File: src/rtl/fbpa_ram.sv
// Generic single-port-write, single-port-read RAM with registered read.
module fbpa_ram #(
  parameter int WIDTH = 8,
  parameter int DEPTH = 256
) (
  input  logic                     clk_i,
  input  logic                     we_i,
  input  logic [$clog2(DEPTH)-1:0] waddr_i,
  input  logic [WIDTH-1:0]         wdata_i,
  input  logic                     re_i,
  input  logic [$clog2(DEPTH)-1:0] raddr_i,
  output logic [WIDTH-1:0]         rdata_o
);

  logic [WIDTH-1:0] mem [DEPTH];
  logic [WIDTH-1:0] rdata_q;

  always_ff @(posedge clk_i) begin
    if (we_i) begin
      mem[waddr_i] <= wdata_i;
    end
    if (re_i) begin
      rdata_q <= mem[raddr_i];
    end
  end

  assign rdata_o = rdata_q;

endmodule

File: config.mk
export PLATFORM = sky130hd
export DESIGN_NAME = fbpa_ram
export DESIGN_NICKNAME = d
export VERILOG_FILES = /design/src/rtl/fbpa_ram.sv
export SDC_FILE = /design/constraint.sdc
export NUM_CORES = 2
export LEC_CHECK = 0
export ABC_AREA = 0
export BUFFER_PORTS_ARGS = -buffer_cell sky130_fd_sc_hd__clkbuf_2
export CAP_MARGIN = 10
export CORE_MARGIN = 1.5
export CORE_UTILIZATION = 45
export CTS_CLUSTER_DIAMETER = 40
export DETAILED_ROUTE_END_ITERATION = 8
export PLACE_DENSITY = 0.62
export SYNTH_ARGS = -nofsm -noshare
export SYNTH_HDL_FRONTEND = slang
export SYNTH_SLANG_ARGS = --single-unit
File: constraint.sdc
create_clock -name clk_i -period 3.4 [get_ports clk_i]
set_clock_uncertainty 0.05 [all_clocks]
set_input_delay 1.02 -clock clk_i [delete_from_list [all_inputs] [get_ports clk_i]]
set_output_delay 1.02 -clock clk_i [all_outputs]
set_load 0.01 [all_outputs]
# [Word-level counts from Yosys, hierarchy flattened]
# Memory sizes are Yosys's and may differ from the RTL's. A register that Yosys moved wholly into a read port is not among the register bits.
# Index checks and enable logic that the tools add are counted.
[totals] ramBits=2048 memories=1 register_bits=0 output_inout_bits=8 word_cells=3
[mem_list] name="mem" words=256 word_bits=8 rd=1 rd_clocked_by_memory_dff=1 write_ports=1 line_no="15" text="logic [WIDTH-1:0] mem [DEPTH];"
[classes] mux=2
[op_table] op="1-bit two-way mux" n=2

# [Logic depth before layout (Yosys ltp)]
[logic_depth] depth_word=2 ltp_mapped=11 depth_no_buf=6

# [Least setup slack after synthesis]
# Ideal clock, no wire load.
[synth_timing] path_kind="input-to-reg" from="input port raddr_i[0]" to="register rdata_q[2], in the netlist rdata_o[2], read port of mem (data pin)" path_slack_ps=254 t_arrival_ps=2827 cell_stages=9 setup_ps=269 path_buffers=4 cell_sequence="buf_6 buf_12 buf_8 buf_2 mux4_2 a22oi_1 a21oi_1 nor4_1 nor4_2"
[synth_rtl] item="start, declared" line_no="11" text="input logic [$clog2(DEPTH)-1:0] raddr_i,"
[synth_rtl] item="end, declared" line_no="16" text="logic [WIDTH-1:0] rdata_q;"

==> run_results.csv <==
group,metric,value,unit
sta,fin_hold_ws,0.4811,ns
drt,wirelength,202.5,mm
place,gp_congestion,0.8554,
global_routing,grt_pass1_wl,292.2,mm
synth,yosysTopAreaCell,"edfxtp_1",
synth,synth_fp_nets,3760,
sta,min_period_over_period,97.05,%
place,port_buffers,34,
worst_setup_path,endpoint,"rdata_o[3]",
worst_setup_path,cp.required,4.00,ns
floorplan,coreArea,175900,um^2
synth,synth_area,79640,um^2
clocking,cts_buffer_depth,4,
worst_setup_path,reg2reg_from,"mem[25][3]",
layout,final_cell_mix,"edfxtp_1, buf_4, mux4_2",
layout,n_fill_cell,13090,
sta,tightest_slew,0.9506,ns
worst_setup_path,r2r_slack,0.52,ns
drt,vias_per_cell,5.814,
clocking,cts.sinks,2056,
drt,ant_nets,0,
sta,setup_viol_count_final,0,
global_routing,grt_pass1_vias,42070,
floorplan,rows,154,
place,dp_hpwl,129.5,mm
worst_setup_path,critPathCaptureType,"register",
synth,synth_edf_count,2056,
layout,stdcell_count,7081,
clocking,cts_buffers,286,
sta,max_freq,303.1,MHz
sta,period_needed,3.300,ns
synth,syn_avg_cell_area,21.33,um^2
synth,ys_types,54,
drt,drcViolationCount,0,
power_and_ir_drop,vdd_drop_max,0.6986,mV
floorplan,ios,35,
drt,routedWlPerCell,28.59,um
worst_setup_path,startpoint_type,"input port",
layout,syn_to_final_growth,22.00,%
synth,ys_seq_elements,2056,
sta,slew_violations,0,
synth,synth.yosys.seq_area_share,77.53,%
worst_setup_path,r2r_end,"rdata_o[3]",
floorplan,initial_core_util,45.27,%
job,drv_cap,0,
clocking,holdBufCountCts,0,
drt,dr.pass1.iters,5,
layout,final_common_cell,"edfxtp_1",
drt,drtIter0Drc,4523,
global_routing,grtUsageTotal,22.66,%
floorplan,die_w,423.7,um
synth,synth-async-reset-ratio,0,%
clocking,clk_latency,0.94,ns
power_and_ir_drop,power_density,618.8,nW/um^2
place,dp_cells,6588,
clocking,h-tree-depth,5,
synth,netlist_instances,3733,
worst_setup_path,cp-startpoint,"raddr_i[0]",
sta,rsz0062_at_grt,"no",
drt,vias,41170,
layout,finalNetCount,4563,
global_routing,overflow,0,
power_and_ir_drop,power_leakage,31.96,nW
worst_setup_path,crit_arrival,3.90,ns
floorplan,die_y,423.7,um
hold_path,min_path_type,"in -> reg",
clocking,tritoncts,"yes",
layout,fin_util,55.23,%
global_routing,antenna_found_initial,13,
synth,synthTopCellsByArea,"edfxtp_1, mux4_2, mux2i_1, nor2_1, a22oi_1",
synth,yosysWarnings,0,
place,placed_area,87790,um^2
worst_setup_path,worstSetupPathType,"in -> reg",
clocking,cts.clk_slew.worst_paths,0.06,ns
global_routing,grt_max_degree,108,
floorplan,die-area,179500,um^2
synth,yosysTopAreaCellShare,77.53,%
worst_setup_path,reg2reg_depth,8,
sta,relSlewSlack,36.04,%
sta,hold_viol_final,0,
clocking,root_buffer,"clkbuf_16",
synth,synth_ff_type,"edfxtp_1",
worst_setup_path,worstPathMaxFanout,15,
layout,final_area,97160,um^2
run_status,status,"completed",
layout,layout-drive-gt1-share,35.11,%
state kept, by name (all words and copies together) (netlist names):
register  cells
mem        2048
rdata_o       8
logic make-up (layout without fill, tap and decap cells):
kind of cell	after synthesis	count (layout)	synth area share (%)
and+or+nand+nor	466	466	2.625
buffers and inverters	235	1238	1.829
muxes	591	591	14.60
AOI/OAI and AO/OA	385	385	3.416
DFF	2056	2056	77.53
other	0	5	0
how the worst min path moves through the flow:
| stage | start | end | slack, ns | cells after the start |
|---|---|---|---|---|
| floorplan | mem[40][3] | rdata_o[3] | 0.81 | 6 |
| global placement | mem[32][5] | rdata_o[5] | 1.10 | 7 |
| detailed placement | mem[32][5] | rdata_o[5] | 1.10 | 7 |
| CTS | wdata_i[2] | mem[229][2] | 0.45 | 1 |
| global route | wdata_i[2] | mem[173][2] | 0.47 | 1 |
| finish | wdata_i[2] | mem[203][2] | 0.48 | 1 |
critical path, cell delays in order:
cell      delay (ns)
buf_8           0.21
buf_12          0.21
buf_4           0.18
mux4_2          0.49
a22o_1          0.26
a221oi_1        0.25
buf_4           0.18
o221ai_1        0.14
a211oi_1        0.66
buf_4           0.23
nor4_1          0.04
per-layer routing:
| layer | share of wire (%) | global-route usage [%] |
|---|---|---|
| met4 | 3.5 | 8.501 |
| met1 | 40 | 30.82 |
| met2 | 48 | 35.46 |
| met3 | 9.0 | 5.713 |
| met5 | 0.024 | 0 |
synthesized netlist by cell type (24+ instances only):
cell type  instances
buf_4             27
nand2_1           33
nor4_1            24
o221ai_1          46
mux4_2           454
nor2b_1           31
nand3_1           34
a22oi_1          133
clkbuf_1         111
o22ai_1           28
mux2i_1          134
edfxtp_1        2056
nor2_1           282
a21oi_1           96
buf_2             31
area by class of cell:
cell class,instances,area (um^2),share of cell area [%]
diodes,5,12.51,0.01288
clock buffers,320,7433,7.651
clock inverters,168,1916,1.972
inverters,2,7.507,0.007727
multi-input cells,1442,16490,16.97
flip-flops and latches,2056,61740,63.54
well taps,2340,2928,3.013
repair buffers,748,6635,6.829
where the power goes:
part	switching (mW)	internal, mW	total (mW)
logic	1.75	1.19	2.94
registers	0.0247	28.0	28.0
clock network	11.0	18.2	29.2
total	12.7	47.4	60.1
through the flow:
step / setup slack (ns) / total power [mW] / setup TNS (ns)
after global placement: -0.9507 / 31.42 / -5.150
after global routing: 0.06755 / 61.70 / 0
final: 0.1004 / 60.12 / 0
after floorplan: 0.2539 / 29.87 / 0
after detailed placement: -0.9525 / 31.45 / -5.159
after CTS: 0.03310 / 60.53 / 0
repair_timing:
action,4_1_cts,5_1_grt
gates resized for setup,0,1
endpoints found under the setup margin,0,1
buffers inserted,0,0
hold endpoints to repair,0,0
No activity file was read; power rests on OpenSTA's default activity.
